[config.mk]
export PLATFORM = sky130hd
export DESIGN_NAME = battery_charge_from_voltage_core
export DESIGN_NICKNAME = d
export VERILOG_FILES = /design/src/rtl/bcv_pkg.sv /design/src/rtl/battery_charge_from_voltage_core.sv
export VERILOG_INCLUDE_DIRS = /design/src /design/src/rtl
export SDC_FILE = /design/constraint.sdc
export NUM_CORES = 1
export LEC_CHECK = 0
export BUFFER_PORTS_ARGS = -buffer_cell sky130_fd_sc_hd__buf_2
export CAP_MARGIN = 15
export CORE_MARGIN = 2
export CORE_UTILIZATION = 55
export CTS_BUF_LIST = sky130_fd_sc_hd__clkbuf_4
export DETAILED_ROUTE_END_ITERATION = 6
export PLACE_DENSITY = 0.73
export RECOVER_POWER = 100
export SLEW_MARGIN = 20
export SYNTH_ARGS = -nofsm -noshare
export SYNTH_HDL_FRONTEND = slang
export SYNTH_SLANG_ARGS = --single-unit
export TNS_END_PERCENT = 5
[constraint.sdc]
create_clock -name clk -period 16.4 [get_ports clk]
set_input_delay 3.28 -clock clk [delete_from_list [all_inputs] [get_ports clk]]
set_output_delay 3.28 -clock clk [all_outputs]
set_load 0.03 [all_outputs]
[src/rtl/battery_charge_from_voltage_core_macros.svh]
// assertion macros shared by the charge estimator rtl
`ifndef BATTERY_CHARGE_FROM_VOLTAGE_CORE_MACROS_SVH
`define BATTERY_CHARGE_FROM_VOLTAGE_CORE_MACROS_SVH

// same-cycle implication, disabled while reset is asserted
`define BCV_ASSERT_IMPL(name, clk_sig, rst_sig, ante, cons) \
    name: assert property (@(posedge clk_sig) disable iff (!rst_sig) (ante) |-> (cons)) \
        else $error("bcv same-cycle check failed");

// next-cycle implication, disabled while reset is asserted
`define BCV_ASSERT_NEXT(name, clk_sig, rst_sig, ante, cons) \
    name: assert property (@(posedge clk_sig) disable iff (!rst_sig) (ante) |=> (cons)) \
        else $error("bcv next-cycle check failed");

`endif

[src/rtl/bcv_pkg.sv]
// constants and discharge curve tables for the charge estimator
package bcv_pkg;

    // field widths
    localparam int CODE_W  = 12;
    localparam int MV_W    = 16;
    localparam int PCT_W   = 7;
    localparam int PROD_W  = CODE_W + MV_W;

    // configuration port
    localparam int        PADDR_W        = 3;
    localparam int        PDATA_W        = 32;
    localparam logic      REG_FULL_SCALE = 1'b0;
    localparam logic [MV_W-1:0] FULL_SCALE_RST = 16'd13200;

    // floor(p / 4095) as (p * DIV_RECIP) >> DIV_SHIFT, exact for p < 2**28
    localparam int                DIV_SHIFT = 40;
    localparam int                RECIP_W   = 29;
    localparam logic [RECIP_W-1:0] DIV_RECIP = 29'd268501009;

    // interpolation slope fixed point
    localparam int D_W       = 14;
    localparam int MUL_W     = 27;
    localparam int MUL_SHIFT = 27;

    localparam logic [PCT_W-1:0] PCT_FULL = 7'd100;
    localparam logic [PCT_W-1:0] PCT_NONE = 7'd0;

    // discharge curve
    localparam int TABLE_MAX    = 16;
    localparam int CURVE_LEN_DEF = 12;

    localparam logic [MV_W-1:0] CURVE_MV [TABLE_MAX] = '{
        16'd8400, 16'd8100, 16'd7960, 16'd7840, 16'd7680, 16'd7520,
        16'd7400, 16'd7280, 16'd7140, 16'd6900, 16'd6600, 16'd6000,
        16'd0,    16'd0,    16'd0,    16'd0
    };

    localparam logic [PCT_W-1:0] CURVE_SOC [TABLE_MAX] = '{
        7'd100, 7'd90, 7'd80, 7'd70, 7'd60, 7'd50,
        7'd40,  7'd30, 7'd20, 7'd10, 7'd5,  7'd0,
        7'd0,   7'd0,  7'd0,  7'd0
    };

endpackage

[src/rtl/battery_charge_from_voltage_core.sv]
// pack voltage and state-of-charge estimator, four-stage pipeline
//
// usage:
//   input channel carries one adc_code item (in_valid / in_stall); output
//   channel carries pack_mv and charge_percent (out_valid / out_stall)
//   pack_mv = floor(adc_code * full_scale_mv / 4095)
//   charge_percent is linear interpolation on a fixed discharge curve,
//   100 at or above the top point, 0 at or below the bottom point
//   full_scale_mv is written over the apb port at byte address 0; the user
//   must write it only while idle, which the block does not enforce
// timing:
//   one item per cycle while out_stall is low, set by the scale, divide-by-4095
//   reciprocal and slope multipliers, each in a stage of its own
// reset:
//   rst_n clears all stage valid bits and loads full_scale_mv with 13200
// stall:
//   a stalled result holds on the outputs; stages behind it keep filling
//   until the pipeline is full, then in_stall rises; nothing is dropped
`include "battery_charge_from_voltage_core_macros.svh"

module battery_charge_from_voltage_core #(
    parameter int CURVE_LEN = bcv_pkg::CURVE_LEN_DEF
) (
    input  logic                         clk,
    input  logic                         rst_n,
    // input channel
    input  logic                         in_valid,
    output logic                         in_stall,
    input  logic [bcv_pkg::CODE_W-1:0]   adc_code,
    // output channel
    output logic                         out_valid,
    input  logic                         out_stall,
    output logic [bcv_pkg::MV_W-1:0]     pack_mv,
    output logic [bcv_pkg::PCT_W-1:0]    charge_percent,
    // configuration port
    input  logic                         psel,
    input  logic                         penable,
    input  logic                         pwrite,
    input  logic [bcv_pkg::PADDR_W-1:0]  paddr,
    input  logic [bcv_pkg::PDATA_W-1:0]  pwdata,
    output logic [bcv_pkg::PDATA_W-1:0]  prdata,
    output logic                         pready
);

    localparam int SEG_N = CURVE_LEN - 1;

    // configuration register
    logic [bcv_pkg::MV_W-1:0] fs_reg;
    logic                     cfg_wr;

    // stage valid bits and load enables
    logic v1_reg, v2_reg, v3_reg, v4_reg;
    logic load1, load2, load3, load4;

    // stage payload
    logic [bcv_pkg::PROD_W-1:0] s1_prod_reg, s1_prod_next;
    logic [bcv_pkg::MV_W-1:0]   s2_mv_reg, s2_mv_next;
    logic [bcv_pkg::MV_W-1:0]   s3_mv_reg;
    logic [bcv_pkg::D_W-1:0]    s3_d_reg, s3_d_next;
    logic [bcv_pkg::MUL_W-1:0]  s3_mul_reg, s3_mul_next;
    logic [bcv_pkg::PCT_W-1:0]  s3_base_reg, s3_base_next;
    logic [bcv_pkg::MV_W-1:0]   s4_mv_reg;
    logic [bcv_pkg::PCT_W-1:0]  s4_pct_reg, s4_pct_next;

    // divide and interpolation intermediates
    logic [bcv_pkg::PROD_W+bcv_pkg::RECIP_W-1:0] div_prod;
    logic [bcv_pkg::D_W+bcv_pkg::MUL_W-1:0]      slope_prod;
    logic [bcv_pkg::D_W-1:0]                     slope_frac;

    // per-segment terms
    logic [SEG_N-1:0]          seg_hit;
    logic [bcv_pkg::D_W-1:0]   seg_d    [SEG_N];
    logic [bcv_pkg::MUL_W-1:0] seg_mul  [SEG_N];
    logic [bcv_pkg::PCT_W-1:0] seg_base [SEG_N];
    logic                      at_top, at_bottom;

    // output-side terms for the checks
    logic                      out_at_top, out_pct_full;

    // ---------------------------------------------------------------
    // apb register
    // ---------------------------------------------------------------
    assign pready = 1'b1;
    assign cfg_wr = psel && penable && pwrite && pready
                    && (paddr[2] == bcv_pkg::REG_FULL_SCALE);

    always_ff @(posedge clk or negedge rst_n)
    begin
        if (!rst_n)
        begin
            fs_reg <= bcv_pkg::FULL_SCALE_RST;
        end
        else if (cfg_wr)
        begin
            fs_reg <= pwdata[bcv_pkg::MV_W-1:0];
        end
    end

    always_comb
    begin
        if (paddr[2] == bcv_pkg::REG_FULL_SCALE)
        begin
            prdata = {{(bcv_pkg::PDATA_W-bcv_pkg::MV_W){1'b0}}, fs_reg};
        end
        else
        begin
            prdata = '0;
        end
    end

    // ---------------------------------------------------------------
    // pipeline flow: a stage loads when empty or when its successor loads
    // ---------------------------------------------------------------
    assign load4    = !v4_reg || !out_stall;
    assign load3    = !v3_reg || load4;
    assign load2    = !v2_reg || load3;
    assign load1    = !v1_reg || load2;
    assign in_stall = !load1;

    always_ff @(posedge clk or negedge rst_n)
    begin
        if (!rst_n)
        begin
            v1_reg <= 1'b0;
            v2_reg <= 1'b0;
            v3_reg <= 1'b0;
            v4_reg <= 1'b0;
        end
        else
        begin
            if (load1)
            begin
                v1_reg <= in_valid;
            end
            if (load2)
            begin
                v2_reg <= v1_reg;
            end
            if (load3)
            begin
                v3_reg <= v2_reg;
            end
            if (load4)
            begin
                v4_reg <= v3_reg;
            end
        end
    end

    // ---------------------------------------------------------------
    // stage 1: code times full scale
    // ---------------------------------------------------------------
    assign s1_prod_next = bcv_pkg::PROD_W'(adc_code) * bcv_pkg::PROD_W'(fs_reg);

    // ---------------------------------------------------------------
    // stage 2: divide by 4095 through the reciprocal
    // ---------------------------------------------------------------
    assign div_prod   = (bcv_pkg::PROD_W+bcv_pkg::RECIP_W)'(s1_prod_reg)
                      * (bcv_pkg::PROD_W+bcv_pkg::RECIP_W)'(bcv_pkg::DIV_RECIP);
    assign s2_mv_next = div_prod[bcv_pkg::DIV_SHIFT +: bcv_pkg::MV_W];

    // ---------------------------------------------------------------
    // stage 3: segment search, offset and slope select
    // ---------------------------------------------------------------
    assign at_top    = (s2_mv_reg >= bcv_pkg::CURVE_MV[0]);
    assign at_bottom = (s2_mv_reg <= bcv_pkg::CURVE_MV[CURVE_LEN-1]);

    for (genvar g = 0; g < SEG_N; g++)
    begin : g_seg
        localparam longint unsigned HI_MV  = longint'(bcv_pkg::CURVE_MV[g]);
        localparam longint unsigned LO_MV  = longint'(bcv_pkg::CURVE_MV[g+1]);
        localparam longint unsigned HI_PCT = longint'(bcv_pkg::CURVE_SOC[g]);
        localparam longint unsigned LO_PCT = longint'(bcv_pkg::CURVE_SOC[g+1]);
        localparam longint unsigned SPAN   = (HI_MV > LO_MV) ? (HI_MV - LO_MV) : 0;
        localparam longint unsigned SDIFF  = (HI_PCT >= LO_PCT) ? (HI_PCT - LO_PCT) : 0;
        localparam longint unsigned SPAN_DIV = (SPAN == 0) ? 1 : SPAN;
        // ceiling of sdiff / span in fixed point; flat segment keeps lower charge
        localparam longint unsigned MUL_FULL = (SPAN == 0) ? 0 :
            ((SDIFF << bcv_pkg::MUL_SHIFT) + SPAN_DIV - 1) / SPAN_DIV;
        localparam logic [bcv_pkg::MUL_W-1:0] MUL = MUL_FULL[bcv_pkg::MUL_W-1:0];

        logic [bcv_pkg::MV_W-1:0] seg_off;

        assign seg_hit[g]  = (s2_mv_reg < bcv_pkg::CURVE_MV[g])
                          && (s2_mv_reg >= bcv_pkg::CURVE_MV[g+1]);
        assign seg_off     = s2_mv_reg - bcv_pkg::CURVE_MV[g+1];
        assign seg_d[g]    = seg_off[bcv_pkg::D_W-1:0];
        assign seg_mul[g]  = MUL;
        assign seg_base[g] = bcv_pkg::CURVE_SOC[g+1];
    end

    // first matching segment wins
    always_comb
    begin
        logic found;
        found        = 1'b0;
        s3_d_next    = '0;
        s3_mul_next  = '0;
        s3_base_next = bcv_pkg::PCT_NONE;
        if (at_top)
        begin
            s3_base_next = bcv_pkg::PCT_FULL;
        end
        else if (!at_bottom)
        begin
            for (int i = 0; i < SEG_N; i++)
            begin
                if (seg_hit[i] && !found)
                begin
                    s3_d_next    = seg_d[i];
                    s3_mul_next  = seg_mul[i];
                    s3_base_next = seg_base[i];
                end
                found = found | seg_hit[i];
            end
        end
    end

    // ---------------------------------------------------------------
    // stage 4: slope times offset plus lower charge
    // ---------------------------------------------------------------
    assign slope_prod  = (bcv_pkg::D_W+bcv_pkg::MUL_W)'(s3_d_reg)
                       * (bcv_pkg::D_W+bcv_pkg::MUL_W)'(s3_mul_reg);
    assign slope_frac  = slope_prod[bcv_pkg::MUL_SHIFT +: bcv_pkg::D_W];
    assign s4_pct_next = s3_base_reg + slope_frac[bcv_pkg::PCT_W-1:0];

    // payload registers, no reset
    always_ff @(posedge clk)
    begin
        if (load1)
        begin
            s1_prod_reg <= s1_prod_next;
        end
        if (load2)
        begin
            s2_mv_reg <= s2_mv_next;
        end
        if (load3)
        begin
            s3_mv_reg   <= s2_mv_reg;
            s3_d_reg    <= s3_d_next;
            s3_mul_reg  <= s3_mul_next;
            s3_base_reg <= s3_base_next;
        end
        if (load4)
        begin
            s4_mv_reg  <= s3_mv_reg;
            s4_pct_reg <= s4_pct_next;
        end
    end

    assign out_valid      = v4_reg;
    assign pack_mv        = s4_mv_reg;
    assign charge_percent = s4_pct_reg;

    // ---------------------------------------------------------------
    // checks
    // ---------------------------------------------------------------
    assign out_at_top   = (pack_mv >= bcv_pkg::CURVE_MV[0]);
    assign out_pct_full = (charge_percent == bcv_pkg::PCT_FULL);

    `BCV_ASSERT_IMPL(a_pct_range, clk, rst_n, out_valid, charge_percent <= bcv_pkg::PCT_FULL)
    `BCV_ASSERT_IMPL(a_full_at_top, clk, rst_n, out_valid, out_at_top == out_pct_full)
    `BCV_ASSERT_IMPL(a_mv_bound, clk, rst_n, out_valid, pack_mv <= fs_reg)
    `BCV_ASSERT_NEXT(a_take, clk, rst_n, in_valid && !in_stall, v1_reg)

endmodule
* Yosys cells after proc, flatten, opt, wreduce, memory -nomap -nowiden
Index checks and enable logic that the tools add are counted.
** Word-level totals
- Logic and storage cells :: 155
- Output and inout bits :: 58
- Register bits :: 151
- Input bits :: 54
** Cells by class
- Bitwise logic cells :: 10
- Mux-type cells :: 35
- Reduce and logical (&&, ||, !) cells :: 50
- $add $sub $neg :: 12
- Multiply operators :: 3
- $lt $le $gt $ge :: 24
** Operator list (number)
- greater-or-equal comparator 16 x 13 -> 1 bit (second input constant) :: 11
- two-way mux 24 bit :: 7
- less-than comparator 16 x 13 -> 1 bit (second input constant) :: 10
- two-way mux 14 bit :: 11
- subtractor 14 x 13 -> 14 bit (second input constant) :: 11
- two-way mux 7 bit :: 12
- multiplier 28 x 29 -> 56 bit (second input constant) :: 1
- two-way mux 23 bit :: 2
- multiplier 14 x 27 -> 34 bit :: 1
- multiplier 12 x 16 -> 28 bit :: 1
- logical AND 1 bit :: 24
- two-way mux 22 bit :: 1
- two-way mux 21 bit :: 1
- greater-or-equal comparator 16 x 14 -> 1 bit (second input constant) :: 1
- less-or-equal comparator 16 x 13 -> 1 bit (second input constant) :: 1
- logical NOT 1 bit :: 16
- less-than comparator 16 x 14 -> 1 bit (second input constant) :: 1
- two-way mux 16 bit :: 1
- OR reduction 12 bit :: 1
- OR 1 bit :: 9
- adder 7 bit :: 1
- OR reduction 6 bit :: 1
- OR reduction 5 bit :: 1
- logical OR 1 bit :: 4
- other kinds (4) :: 4

* Logic depth before layout (Yosys ltp)
Gate-level depths: netlist (run 1).
- Word-level depth :: 15
- Depth in mapped cells :: 32
- Gate-level depth less buffers :: 31

* Worst setup path after synthesis (run 1)
Ideal clock, no wire load.
- Kind :: input port to flip-flop
- Start :: input port adc_code[11] (netlist name)
- End :: register s1_prod_reg[27] (netlist name) (data pin)
- Slack :: 7.696 ns
- Path buffers :: 1
- Required time :: 16.135 ns
- Arrival time :: 8.440 ns
- Stages on the path :: 20
- Cell sequence :: clkbuf_1 -> nand2_1 -> fa_1 -> fa_1 -> inv_1 -> fa_1 -> inv_1 -> fa_1 -> inv_1 -> fa_1 -> ha_1 -> a21oi_1 -> o21ai_0 -> a2111oi_0 -> nor3_1 -> nor2_1 -> a21boi_0 -> a31o_2 -> a311oi_1 -> xnor2_1
** Between the ends
- Cells in the longest elaborated chain, start to end :: 1
** Ends and longest elaborated chain
- start, declared :: RTL line battery_charge_from_voltage_core.sv:29 : input logic [bcv_pkg::CODE_W-1:0] adc_code,
- multiplier 12 x 16 -> 28 bit :: RTL line battery_charge_from_voltage_core.sv:153 : assign s1_prod_next = bcv_pkg::PROD_W'(adc_code) * bcv_pkg::PROD_W'(fs_reg);
- named net s1_prod_next (one bit) :: RTL line battery_charge_from_voltage_core.sv:56 : logic [bcv_pkg::PROD_W-1:0] s1_prod_reg, s1_prod_next;
- end signal, assigned :: RTL line battery_charge_from_voltage_core.sv:232 : s1_prod_reg <= s1_prod_next;
- end, declared :: RTL line battery_charge_from_voltage_core.sv:56
The timed path passes the listed nets, and every way through them passes these cells.
A chain may end at the register's enable or synchronous reset.

* Worst setup path after layout (run 1)
- Start :: input port adc_code[5] (netlist name)
- End :: register s1_prod_reg[27] (netlist name) (data pin)
Same word-level chain as after synthesis.

==> run_summary.xml, run 1 <==
<?xml version="1.0" encoding="UTF-8"?>
<metrics>
  <group name="place">
    <metric name="gp_routability_congestion" unit="">0.9514</metric>
    <metric name="dpl.hpwl" unit="um">50300</metric>
    <metric name="place.port_buffers" unit="">76</metric>
    <metric name="preCtsSetupSlack" unit="ns">6.877</metric>
  </group>
  <group name="finish">
    <metric name="post_route_cells_drive_above_1_share" unit="">0.04162</metric>
    <metric name="flip_flop_count_of_the_largest_register_after_layout" unit="">28</metric>
    <metric name="synthToLayoutAreaGrowth" unit="%">3.825</metric>
    <metric name="finish.net_count" unit="">3271</metric>
    <metric name="number_of_fill_cells" unit="">3873</metric>
  </group>
  <group name="yosys">
    <metric name="async_reset_ff_frac" unit="">0.1481</metric>
    <metric name="synth.avg_cell_area" unit="um2">9.691</metric>
    <metric name="synth-edff-count" unit="">115</metric>
    <metric name="ys_ff_latch" unit="">135</metric>
    <metric name="yosys.cell_types.count" unit="">88</metric>
    <metric name="post_synthesis_instance_area" unit="um2">24140</metric>
    <metric name="synth.yosys.seq_area_share" unit="">0.1641</metric>
    <metric name="syn_inst" unit="">2491</metric>
    <metric name="synth_flop_cell" unit="">sky130_fd_sc_hd__edfxtp_1</metric>
    <metric name="synth-warning-count" unit="">0</metric>
  </group>
  <group name="sta">
    <metric name="final-max-slew-violation-count" unit="">141</metric>
    <metric name="actual_transition_at_the_worst_max_transition_pin" unit="ns">1.969</metric>
    <metric name="tns" unit="ns">0</metric>
    <metric name="max_clock_freq" unit="GHz">0.1104</metric>
    <metric name="grt_setup_unrepaired" unit="">no</metric>
    <metric name="final-hold-violation-count" unit="">0</metric>
    <metric name="finalClockSkew" unit="ns">0.02382</metric>
    <metric name="setup_violators_final" unit="">0</metric>
    <metric name="max_slew_margin" unit="">-0.3139</metric>
    <metric name="worst_hold_slack" unit="ns">0.4197</metric>
    <metric name="setup_slack" unit="ns">7.343</metric>
    <metric name="finalWorstPathRequiredPeriod" unit="ns">9.057</metric>
    <metric name="layout_worst_path_cycle_share" unit="">0.5523</metric>
  </group>
  <group name="worst_setup_path">
    <metric name="critPathSlowestCell" unit="">sky130_fd_sc_hd__a2111oi_0</metric>
    <metric name="worstPathRequired" unit="ns">16.85</metric>
    <metric name="setup.worst_path.class" unit="">input pin to register</metric>
    <metric name="nature_of_the_critical_path_endpoint" unit="">register</metric>
    <metric name="critical_path.cell_chain" unit="">clkbuf_1, nand2_1, fa_1, fa_1, inv_1, fa_1, inv_1, fa_1, inv_1, fa_1, ha_1, a21oi_1, o21ai_0, a2111oi_0, nor3_1, nor2_1, a21boi_0, a31o_2, a311oi_1, xnor2_1</metric>
    <metric name="critical-path-top-cell-by-count" unit="">sky130_fd_sc_hd__fa_1</metric>
    <metric name="crit_path_max_fanout" unit="">16</metric>
    <metric name="cp-start-kind" unit="">input pin</metric>
    <metric name="cp.arrival" unit="ns">9.51</metric>
    <metric name="critPathMaxStageDelay" unit="ns">0.84</metric>
  </group>
  <group name="global_route">
    <metric name="overflow" unit="">0</metric>
    <metric name="antenna_found_initial" unit="">1</metric>
    <metric name="grt_pass1_wl" unit="um">102600</metric>
    <metric name="first_global_vias" unit="">19410</metric>
    <metric name="pin_count_of_the_biggest_net_entering_global_routing" unit="">50</metric>
    <metric name="grtUsageTotal" unit="">0.2959</metric>
  </group>
  <group name="detailed_routing">
    <metric name="dr.pass1.iters" unit="">5</metric>
    <metric name="post_drt_via_cell_ratio" unit="">5.739</metric>
    <metric name="initialDrtViolationCount" unit="">1216</metric>
    <metric name="routed-via-count" unit="">17850</metric>
    <metric name="wire_per_inst" unit="um">20.07</metric>
    <metric name="total_met2_wirelength_after_detailed_routing" unit="um">31020</metric>
    <metric name="detail_route.wirelength" unit="um">62430</metric>
    <metric name="remaining_antenna_violation_count" unit="">0</metric>
    <metric name="met3_length" unit="um">4502</metric>
    <metric name="remaining_drc_errors" unit="">0</metric>
    <metric name="drt-met1-wl" unit="um">24430</metric>
    <metric name="highest_layer" unit="">met4</metric>
  </group>
  <group name="cts">
    <metric name="htree_levels" unit="">4</metric>
    <metric name="cts_inserted_buffers" unit="">17</metric>
    <metric name="cts_root_buf" unit="">sky130_fd_sc_hd__clkbuf_4</metric>
    <metric name="postCtsHoldBufs" unit="">0</metric>
    <metric name="clock_tree_from_tritoncts" unit="">yes</metric>
    <metric name="cts.clk_slew.worst_paths" unit="ns">0.13</metric>
    <metric name="cts-resized-gates" unit="">0</metric>
    <metric name="clock_path_buffers" unit="">2</metric>
    <metric name="cts.repair_timing.setup_buffer_count" unit="">0</metric>
    <metric name="worst_skew_pair.late_latency" unit="ns">0.70</metric>
    <metric name="cts_sinks" unit="">135</metric>
  </group>
  <group name="outcome">
    <metric name="outcome" unit="">complete, but fails checks</metric>
    <metric name="failed_checks" unit="">capacitance limit, slew limit</metric>
  </group>
  <group name="hold_path">
    <metric name="min_path_type" unit="">register to register</metric>
  </group>
  <group name="floorplan">
    <metric name="die_area" unit="um2">45580</metric>
    <metric name="design.portCount" unit="">112</metric>
    <metric name="floorplan.core_area" unit="um2">43170</metric>
    <metric name="fp-row-count" unit="">76</metric>
    <metric name="initial_utilization" unit="">0.5592</metric>
    <metric name="fp.dieW" unit="um">213.5</metric>
    <metric name="die-height" unit="um">213.5</metric>
  </group>
  <group name="run">
    <metric name="maxCapViolations" unit="">4</metric>
  </group>
</metrics>
[cells by family (layout without fill, tap and decap cells)]
logic type      count (synthesis)  after routing  share of synthesized area
compound gates                313            313                    0.08972
simple gates                  649            649                     0.1337
flops                         135            135                     0.1641
xor+xnor                       66             66                    0.02395
fa+ha+maj                     707            707                     0.4824
other cells                     2             19                  0.0003111
buf+inv                       601            618                    0.09739
mux                            18             18                   0.008396
[cell usage after synthesis, types with 6 or more instances]
cell,instances,share of area
sky130_fd_sc_hd__a211oi_1,10,0.0031
sky130_fd_sc_hd__a21o_1,31,0.0096
sky130_fd_sc_hd__a21oi_1,77,0.016
sky130_fd_sc_hd__a221o_1,7,0.0029
sky130_fd_sc_hd__a221oi_1,10,0.0036
sky130_fd_sc_hd__a311oi_1,8,0.0029
sky130_fd_sc_hd__a31oi_1,15,0.0039
sky130_fd_sc_hd__and2_1,145,0.038
sky130_fd_sc_hd__and3_1,16,0.0041
sky130_fd_sc_hd__buf_2,9,0.0019
sky130_fd_sc_hd__buf_4,17,0.0053
sky130_fd_sc_hd__clkbuf_1,70,0.011
sky130_fd_sc_hd__dfrtp_1,14,0.015
sky130_fd_sc_hd__dfstp_2,6,0.0065
sky130_fd_sc_hd__edfxtp_1,115,0.14
sky130_fd_sc_hd__fa_1,373,0.31
sky130_fd_sc_hd__ha_1,334,0.17
sky130_fd_sc_hd__inv_1,494,0.077
sky130_fd_sc_hd__mux2_2,18,0.0084
sky130_fd_sc_hd__nand2_1,273,0.042
sky130_fd_sc_hd__nand2b_1,12,0.0031
sky130_fd_sc_hd__nand3_1,24,0.0050
sky130_fd_sc_hd__nand4_1,20,0.0052
sky130_fd_sc_hd__nor2_1,67,0.010
sky130_fd_sc_hd__nor2b_1,23,0.0060
sky130_fd_sc_hd__nor3_1,28,0.0058
sky130_fd_sc_hd__nor4_1,6,0.0016
sky130_fd_sc_hd__o2111ai_1,7,0.0025
sky130_fd_sc_hd__o21a_1,17,0.0053
sky130_fd_sc_hd__o21ai_0,46,0.0095
sky130_fd_sc_hd__o21bai_1,8,0.0025
sky130_fd_sc_hd__o221ai_1,7,0.0025
sky130_fd_sc_hd__o22ai_1,11,0.0029
sky130_fd_sc_hd__or3_1,6,0.0016
sky130_fd_sc_hd__xnor2_1,48,0.017
sky130_fd_sc_hd__xor2_1,18,0.0065
[cell type report]
cell class,count,area [um2],area share
tap,585,732.0,0.02920
antenna,2,5.005,0.0001997
inverter,498,1869,0.07458
clock inverter,14,123.9,0.004942
clock buffer,18,135.1,0.005391
timing repair buffer,88,379.1,0.01513
sequential,135,3961,0.1580
multi-input combinational,1770,17860,0.7125
[worst paths after layout]
check / cells past startpoint / slack [ns] / end / start
min in group asynchronous: 1 / 2.80 / fs_reg[6]$_DFFE_PN0P_ / rst_n
max in group asynchronous: 1 / 12.84 / fs_reg[2]$_DFFE_PN0P_ / rst_n
worst min register to register: 0 / 0.42 / pack_mv[15]$_DFFE_PP_ / s3_mv_reg[15]$_DFFE_PP_
worst max-delay path: 20 / 7.34 / s1_prod_reg[27]$_DFFE_PN_ / adc_code[5]
worst max register to register: 28 / 7.84 / charge_percent[6]$_DFFE_PP_ / s3_mul_reg[13]$_SDFFCE_PP0P_
worst min-delay path: 0 / 0.42 / pack_mv[15]$_DFFE_PP_ / s3_mv_reg[15]$_DFFE_PP_
[cells in the final DEF, fill, tap and decap left out, types with 49 or more instances in the layout]
cell type | synthesis | routed
sky130_fd_sc_hd__a21oi_1 | 77 | 77
sky130_fd_sc_hd__edfxtp_1 | 115 | 115
sky130_fd_sc_hd__ha_1 | 334 | 334
sky130_fd_sc_hd__fa_1 | 373 | 373
sky130_fd_sc_hd__nor2_1 | 67 | 67
sky130_fd_sc_hd__o21ai_0 | 46 | 49
sky130_fd_sc_hd__clkbuf_1 | 70 | 55
sky130_fd_sc_hd__inv_1 | 494 | 495
sky130_fd_sc_hd__nand2_1 | 273 | 273
sky130_fd_sc_hd__and2_1 | 145 | 142
[metrics by stage]
step	instance area [um2]	std cells	util
after global placement	24920	3076	0.5772
after CTS	25180	3108	0.5832
final	25060	3110	0.5806
after detailed placement	24920	3076	0.5772
after floorplan	24200	2506	-
after global routing	25060	3109	0.5805
[layer usage]
metal | GRT usage | up-vias
li1 | - | 8077
met1 | 0.3745 | 8935
met2 | 0.5012 | 686
met3 | 0.05170 | 151
met4 | 0.1276 | 0
met5 | 0 | -
[worst max-delay path, delay by kind of cell]
| family | cells | cell delay (ns) |
|---|---|---|
| simple gates | 3 | 0.44 |
| xor+xnor | 1 | 0.11 |
| compound gates | 6 | 1.98 |
| buf+inv | 4 | 0.75 |
| fa+ha+maj | 6 | 2.95 |
Power of run 1 is not shown: default switching activity piles up to over one toggle a cycle in this logic, so the estimate is an artifact.
==> run 2: changes to the inputs <==
- ABC_AREA: not set -> 1
- PLACE_DENSITY: 0.73 -> 0.75
- clock period: 16.4 -> 7.3 ns (I/O delays scaled with it)
==> run_summary.xml, run 2 <==
<?xml version="1.0" encoding="UTF-8"?>
<metrics>
  <group name="worst_setup_path">
    <metric name="critPathMaxStageDelay" unit="ns">0.60</metric>
    <metric name="reg2reg_to" unit="">charge_percent[6]$_DFFE_PP_</metric>
    <metric name="critical-path-top-cell-by-count" unit="">sky130_fd_sc_hd__fa_2</metric>
    <metric name="setup.worst_path.start" unit="">s3_d_reg[9]$_SDFFCE_PP0P_</metric>
    <metric name="worst-r2r-setup-slack" unit="ns">0.05</metric>
    <metric name="cp.arrival" unit="ns">7.69</metric>
    <metric name="critPathBufInv" unit="">6</metric>
    <metric name="crit_path_max_fanout" unit="">5</metric>
    <metric name="setup.worst_path.class" unit="">register to register</metric>
    <metric name="worstPathRequired" unit="ns">7.74</metric>
    <metric name="cp-start-kind" unit="">register</metric>
    <metric name="r2r-start" unit="">s3_d_reg[9]$_SDFFCE_PP0P_</metric>
    <metric name="nature_of_the_critical_path_endpoint" unit="">register</metric>
    <metric name="cpLargestDelayFamily" unit="">adder cells</metric>
    <metric name="r2r.worst_path.cells" unit="">30</metric>
    <metric name="critPathSlowestCell" unit="">sky130_fd_sc_hd__fa_2</metric>
  </group>
  <group name="detailed_routing">
    <metric name="drt-met1-wl" unit="um">27430</metric>
    <metric name="detail_route.wirelength" unit="um">69570</metric>
    <metric name="met3_length" unit="um">5645</metric>
    <metric name="remaining_antenna_violation_count" unit="">0</metric>
    <metric name="remaining_drc_errors" unit="">6</metric>
    <metric name="highest_layer" unit="">met4</metric>
    <metric name="total_met2_wirelength_after_detailed_routing" unit="um">33510</metric>
    <metric name="routed-via-count" unit="">21600</metric>
    <metric name="dr.pass1.iters" unit="">7</metric>
    <metric name="post_drt_via_cell_ratio" unit="">5.387</metric>
    <metric name="wire_per_inst" unit="um">17.35</metric>
    <metric name="initialDrtViolationCount" unit="">1748</metric>
  </group>
  <group name="finish">
    <metric name="final_common_cell" unit="">sky130_fd_sc_hd__inv_1</metric>
    <metric name="synthToLayoutAreaGrowth" unit="%">12.52</metric>
    <metric name="number_of_fill_cells" unit="">3977</metric>
    <metric name="layout.cell_area.non_filler" unit="um2">29020</metric>
    <metric name="layout.cells.most_common_list" unit="">sky130_fd_sc_hd__inv_1 (685), sky130_fd_sc_hd__nand2_1 (639), sky130_fd_sc_hd__fa_1 (352)</metric>
    <metric name="post_layout_nonfiller_instances" unit="">4009</metric>
    <metric name="flip_flop_count_of_the_largest_register_after_layout" unit="">28</metric>
    <metric name="finish.net_count" unit="">4147</metric>
    <metric name="post_route_cells_drive_above_1_share" unit="">0.1395</metric>
  </group>
  <group name="yosys">
    <metric name="synth_area_leader_cell" unit="">sky130_fd_sc_hd__fa_1</metric>
    <metric name="syn_inst" unit="">3145</metric>
    <metric name="yosys.cell_types.count" unit="">51</metric>
    <metric name="synth_area_leaders" unit="">sky130_fd_sc_hd__fa_1 (29%), sky130_fd_sc_hd__ha_1 (16%), sky130_fd_sc_hd__edfxtp_1 (13%)</metric>
    <metric name="synth-edff-count" unit="">115</metric>
    <metric name="ys_ff_latch" unit="">135</metric>
    <metric name="synth.avg_cell_area" unit="um2">8.199</metric>
    <metric name="synth.yosys.seq_area_share" unit="">0.1536</metric>
    <metric name="post_synthesis_instance_area" unit="um2">25790</metric>
    <metric name="async_reset_ff_frac" unit="">0.1481</metric>
    <metric name="fraction_of_post_synthesis_cell_area_in_the_top_cell_type_by_area" unit="">0.2896</metric>
    <metric name="synth-warning-count" unit="">0</metric>
    <metric name="post-synth-top-count-cell" unit="">sky130_fd_sc_hd__inv_1</metric>
    <metric name="synth_flop_cell" unit="">sky130_fd_sc_hd__edfxtp_1</metric>
    <metric name="ys_top_cells_by_count" unit="">sky130_fd_sc_hd__inv_1 (724), sky130_fd_sc_hd__nand2_1 (660), sky130_fd_sc_hd__fa_1 (373)</metric>
  </group>
  <group name="sta">
    <metric name="actual_transition_at_the_worst_max_transition_pin" unit="ns">2.696</metric>
    <metric name="layout_worst_path_cycle_share" unit="">0.9929</metric>
    <metric name="finalClockSkew" unit="ns">0.02506</metric>
    <metric name="setup_violators_final" unit="">0</metric>
    <metric name="final-hold-violation-count" unit="">0</metric>
    <metric name="tns" unit="ns">0</metric>
    <metric name="final-max-slew-violation-count" unit="">50</metric>
    <metric name="finalWorstPathRequiredPeriod" unit="ns">7.249</metric>
    <metric name="grt_setup_unrepaired" unit="">yes</metric>
    <metric name="max_clock_freq" unit="GHz">0.1380</metric>
    <metric name="max_slew_margin" unit="">-0.7973</metric>
    <metric name="worst_hold_slack" unit="ns">0.4222</metric>
  </group>
  <group name="cts">
    <metric name="cts_root_buf" unit="">sky130_fd_sc_hd__clkbuf_4</metric>
    <metric name="cts_sinks" unit="">135</metric>
    <metric name="worst_skew_pair.late_latency" unit="ns">0.67</metric>
    <metric name="postCtsHoldBufs" unit="">0</metric>
    <metric name="clock_tree_from_tritoncts" unit="">yes</metric>
    <metric name="cts_inserted_buffers" unit="">17</metric>
    <metric name="htree_levels" unit="">4</metric>
    <metric name="cts.clk_slew.worst_paths" unit="ns">0.14</metric>
    <metric name="clock_path_buffers" unit="">2</metric>
  </group>
  <group name="global_route">
    <metric name="grt_pass1_wl" unit="um">110800</metric>
    <metric name="overflow" unit="">0</metric>
    <metric name="pin_count_of_the_biggest_net_entering_global_routing" unit="">50</metric>
    <metric name="first_global_vias" unit="">21740</metric>
    <metric name="grtUsageTotal" unit="">0.2960</metric>
    <metric name="antenna_found_initial" unit="">2</metric>
  </group>
  <group name="hold_path">
    <metric name="timing.hold.worst.start" unit="">s3_mv_reg[8]$_DFFE_PP_</metric>
    <metric name="hold-path-cell-count" unit="">0</metric>
    <metric name="min_path_type" unit="">register to register</metric>
    <metric name="worstHoldEndpoint" unit="">pack_mv[8]$_DFFE_PP_</metric>
  </group>
  <group name="outcome">
    <metric name="outcome" unit="">complete, but fails checks</metric>
    <metric name="failed_checks" unit="">DRC, capacitance limit, slew limit</metric>
  </group>
  <group name="floorplan">
    <metric name="die-height" unit="um">220.5</metric>
    <metric name="fp-row-count" unit="">79</metric>
    <metric name="floorplan.core_area" unit="um2">46460</metric>
    <metric name="design.portCount" unit="">112</metric>
    <metric name="die_area" unit="um2">48630</metric>
    <metric name="initial_utilization" unit="">0.5551</metric>
    <metric name="fp.dieW" unit="um">220.5</metric>
  </group>
  <group name="place">
    <metric name="placed_cells_incl_taps" unit="">3925</metric>
    <metric name="dpl.hpwl" unit="um">56300</metric>
    <metric name="gp_routability_congestion" unit="">1.008</metric>
    <metric name="dpl_cell_area" unit="um2">27920</metric>
    <metric name="place.port_buffers" unit="">76</metric>
  </group>
  <group name="run">
    <metric name="maxCapViolations" unit="">1</metric>
  </group>
</metrics>
run 2: cell types whose count changed after synthesis, moves of 23 or more:
cell	before	now
sky130_fd_sc_hd__xor2_1	18	74
sky130_fd_sc_hd__nor2_1	67	223
sky130_fd_sc_hd__inv_1	494	724
sky130_fd_sc_hd__o21ai_0	46	85
sky130_fd_sc_hd__nand2_1	273	660
sky130_fd_sc_hd__and2_1	145	2
sky130_fd_sc_hd__nor2b_1	23	0
sky130_fd_sc_hd__a21oi_1	77	140
sky130_fd_sc_hd__a21o_1	31	7
sky130_fd_sc_hd__xnor2_1	48	18
sky130_fd_sc_hd__nand3_1	24	83
run 2: worst reg2reg max path: cells and delay by family, from the launching register on:
family                   cells  cell delay (ns)
flip-flops                   1             0.56
XOR/XNOR                     4             0.63
adder cells (fa/ha/maj)      9             3.91
AND/OR/NAND/NOR              5             0.52
AO/OA/AOI/OAI                6             0.84
buffers and inverters        6             0.59
run 2: how the worst max path moves through the flow:
stage | endpoint | cells past startpoint | slack, ns
2_1_floorplan | charge_percent[6]$_DFFE_PP_ | 34 | 0.16
3_3_place_gp | charge_percent[6]$_DFFE_PP_ | 30 | -0.27
3_5_place_dp | charge_percent[6]$_DFFE_PP_ | 32 | -0.32
4_1_cts | charge_percent[6]$_DFFE_PP_ | 32 | 0.0003
5_1_grt | charge_percent[6]$_DFFE_PP_ | 32 | -0.22
6_report | charge_percent[6]$_DFFE_PP_ | 30 | 0.05
run 2: layout make-up:
type	count	area, um2	share of cell area
Clock buffer	18	135.1	0.004657
Timing Repair Buffer	313	2188	0.07542
Multi-Input combinational cell	2179	19050	0.6564
Tap cell	607	759.5	0.02617
Sequential cell	135	3961	0.1365
Inverter	740	2779	0.09577
Clock inverter	14	140.1	0.004829
Antenna cell	3	7.507	0.0002587
run 2: repair_timing:
item,4_1_cts,5_1_grt
setup buffers,33,17
resized for setup,87,90
endpoints found under the setup margin,1,4
gates cloned,1,0
pin swaps,68,84
run 2: cells by family (layout without fill, tap and decap cells):
kind of cell    count (synthesis)  after routing  synth area share
compound gates                289            289           0.06099
xor+xnor                       92             92           0.03125
other cells                     2             20         0.0002912
fa+ha+maj                     707            707            0.4516
simple gates                 1074           1074            0.1745
buf+inv                       846           1085            0.1277
flops                         135            135            0.1536
run 2: through the flow:
step | worst slack (ns) | utilization
global route | -0.2201 | 0.6246
detailed placement | -0.3202 | 0.6009
finish | 0.05148 | 0.6246
global placement | -0.2729 | 0.6009
CTS | 0.0002514 | 0.6191
floorplan | 0.1594 | -
run 2: per-layer routing:
layer  vias up  global-route usage
met5         -                   0
met4         0              0.1142
met3       219             0.05320
met2       916              0.4989
met1     10360              0.3805
li1      10100                   -
Power of run 2 is left out for the same reason.
==> run 3: changes to the inputs <==
- RECOVER_POWER: 100 -> 25
==> run_summary.xml, run 3 (synthesized netlist as in run 2, its figures left out) <==
<?xml version="1.0" encoding="UTF-8"?>
<metrics>
  <group name="sta">
    <metric name="tns" unit="ns">0</metric>
    <metric name="grt_setup_unrepaired" unit="">yes</metric>
    <metric name="setup_violators_final" unit="">0</metric>
    <metric name="layout_worst_path_cycle_share" unit="">0.9954</metric>
    <metric name="actual_transition_at_the_worst_max_transition_pin" unit="ns">1.446</metric>
    <metric name="finalWorstPathRequiredPeriod" unit="ns">7.267</metric>
    <metric name="max_slew_margin" unit="">0.03574</metric>
    <metric name="max_clock_freq" unit="GHz">0.1376</metric>
    <metric name="finalClockSkew" unit="ns">0.02521</metric>
    <metric name="final-hold-violation-count" unit="">0</metric>
    <metric name="final-max-slew-violation-count" unit="">0</metric>
  </group>
  <group name="outcome">
    <metric name="outcome" unit="">finished, final reports clean</metric>
  </group>
  <group name="finish">
    <metric name="post_route_cells_drive_above_1_share" unit="">0.1571</metric>
    <metric name="layout.cells.most_common_list" unit="">sky130_fd_sc_hd__inv_1 (684), sky130_fd_sc_hd__nand2_1 (637), sky130_fd_sc_hd__fa_1 (352)</metric>
    <metric name="area.sequential" unit="um2">3961</metric>
    <metric name="flip_flop_count_of_the_largest_register_after_layout" unit="">28</metric>
    <metric name="final_core_utilization" unit="">0.6279</metric>
    <metric name="area_used_by_multi_input_combinational_logic" unit="um2">19130</metric>
    <metric name="final_common_cell" unit="">sky130_fd_sc_hd__inv_1</metric>
    <metric name="synthToLayoutAreaGrowth" unit="%">13.11</metric>
    <metric name="number_of_fill_cells" unit="">3936</metric>
    <metric name="finish.net_count" unit="">4147</metric>
  </group>
  <group name="cts">
    <metric name="clock_tree_from_tritoncts" unit="">yes</metric>
    <metric name="cts_root_buf" unit="">sky130_fd_sc_hd__clkbuf_4</metric>
    <metric name="htree_levels" unit="">4</metric>
    <metric name="cts.clk_slew.worst_paths" unit="ns">0.14</metric>
    <metric name="worst_skew_pair.late_latency" unit="ns">0.68</metric>
    <metric name="cts_inserted_buffers" unit="">17</metric>
    <metric name="clock_path_buffers" unit="">2</metric>
    <metric name="cts_sinks" unit="">135</metric>
  </group>
  <group name="global_route">
    <metric name="overflow" unit="">0</metric>
    <metric name="first_global_vias" unit="">21740</metric>
    <metric name="antenna_found_initial" unit="">2</metric>
    <metric name="pin_count_of_the_biggest_net_entering_global_routing" unit="">50</metric>
    <metric name="grt_pass1_wl" unit="um">110800</metric>
    <metric name="grtUsageTotal" unit="">0.2960</metric>
  </group>
  <group name="detailed_routing">
    <metric name="initialDrtViolationCount" unit="">1806</metric>
    <metric name="detail_route.wirelength" unit="um">69720</metric>
    <metric name="wire_per_inst" unit="um">17.39</metric>
    <metric name="post_drt_via_cell_ratio" unit="">5.391</metric>
    <metric name="remaining_antenna_violation_count" unit="">0</metric>
    <metric name="dr.pass1.iters" unit="">6</metric>
    <metric name="routed-via-count" unit="">21610</metric>
    <metric name="remaining_drc_errors" unit="">0</metric>
  </group>
  <group name="floorplan">
    <metric name="die_area" unit="um2">48630</metric>
    <metric name="design.portCount" unit="">112</metric>
    <metric name="fp-row-count" unit="">79</metric>
    <metric name="floorplan.core_area" unit="um2">46460</metric>
    <metric name="fp.dieW" unit="um">220.5</metric>
    <metric name="die-height" unit="um">220.5</metric>
    <metric name="initial_utilization" unit="">0.5551</metric>
  </group>
  <group name="worst_setup_path">
    <metric name="critical-path-top-cell-by-count" unit="">sky130_fd_sc_hd__fa_2</metric>
    <metric name="cp.arrival" unit="ns">7.72</metric>
    <metric name="crit_path_max_fanout" unit="">5</metric>
    <metric name="critPathMaxStageDelay" unit="ns">0.60</metric>
    <metric name="cp-start-kind" unit="">register</metric>
    <metric name="setup.worst_path.class" unit="">register to register</metric>
    <metric name="nature_of_the_critical_path_endpoint" unit="">register</metric>
    <metric name="worstPathRequired" unit="ns">7.75</metric>
    <metric name="critPathSlowestCell" unit="">sky130_fd_sc_hd__fa_2</metric>
  </group>
  <group name="hold_path">
    <metric name="min_path_type" unit="">register to register</metric>
  </group>
  <group name="place">
    <metric name="gp_routability_congestion" unit="">1.008</metric>
    <metric name="place.port_buffers" unit="">76</metric>
    <metric name="dpl.hpwl" unit="um">56300</metric>
  </group>
  <group name="run">
    <metric name="maxCapViolations" unit="">0</metric>
  </group>
</metrics>
## run 3: what timing repair did
action	in CTS	in global routing
hold buffers	0	0
buffers inserted	33	17
pin swaps	68	84
resized for setup	87	90
cloned	1	0
setup endpoints to repair	1	4
## run 3: per-stage QoR
step / hold slack, ns / std cells / worst slack [ns] / cell area (um2)
3_5_place_dp: 0.4045 / 3925 / -0.3202 / 27920
3_3_place_gp: 0.4027 / 3925 / -0.2729 / 27920
5_1_grt: 0.4371 / 4009 / -0.2201 / 29170
4_1_cts: 0.4175 / 3991 / 0.0002514 / 28760
6_report: 0.4222 / 4009 / 0.03329 / 29170
2_1_floorplan: 0.4003 / 3160 / 0.1594 / 25840
## run 3: layout make-up
class                           count  share of cell area
Antenna cell                        3           0.0002574
Clock buffer                       18            0.004633
Clock inverter                     14            0.004804
Inverter                          740             0.09527
Multi-Input combinational cell   2179              0.6559
Sequential cell                   135              0.1358
Tap cell                          607             0.02604
Timing Repair Buffer              313             0.07725
## run 3: metal layers
metal  wire [um]  track usage
met4        3031       0.1142
met5           0            0
met1       27650       0.3805
met3        5518      0.05320
met2       33520       0.4989
## run 3: final timing paths
path / startpoint / to / slack (ns) / cells past startpoint
setup / recovery: s3_d_reg[9]$_SDFFCE_PP0P_ / charge_percent[6]$_DFFE_PP_ / 0.03 / 30
hold / removal: s3_mv_reg[8]$_DFFE_PP_ / pack_mv[8]$_DFFE_PP_ / 0.42 / 0
setup reg to reg: s3_d_reg[9]$_SDFFCE_PP0P_ / charge_percent[6]$_DFFE_PP_ / 0.03 / 30
hold reg to reg: s3_mv_reg[8]$_DFFE_PP_ / pack_mv[8]$_DFFE_PP_ / 0.42 / 0
max in group asynchronous: rst_n / out_valid$_DFFE_PN0P_ / 5.43 / 1
min in group asynchronous: rst_n / fs_reg[11]$_DFFE_PN0P_ / 1.07 / 1
## run 3: worst max-delay path, delay by kind of cell (launching register included)
family,cells,cell delay [ns]
simple gates,5,0.52
xor+xnor,4,0.63
buf+inv,6,0.59
flops,1,0.57
fa+ha+maj,9,3.90
compound gates,6,0.84
Power of run 3 is left out for the same reason.
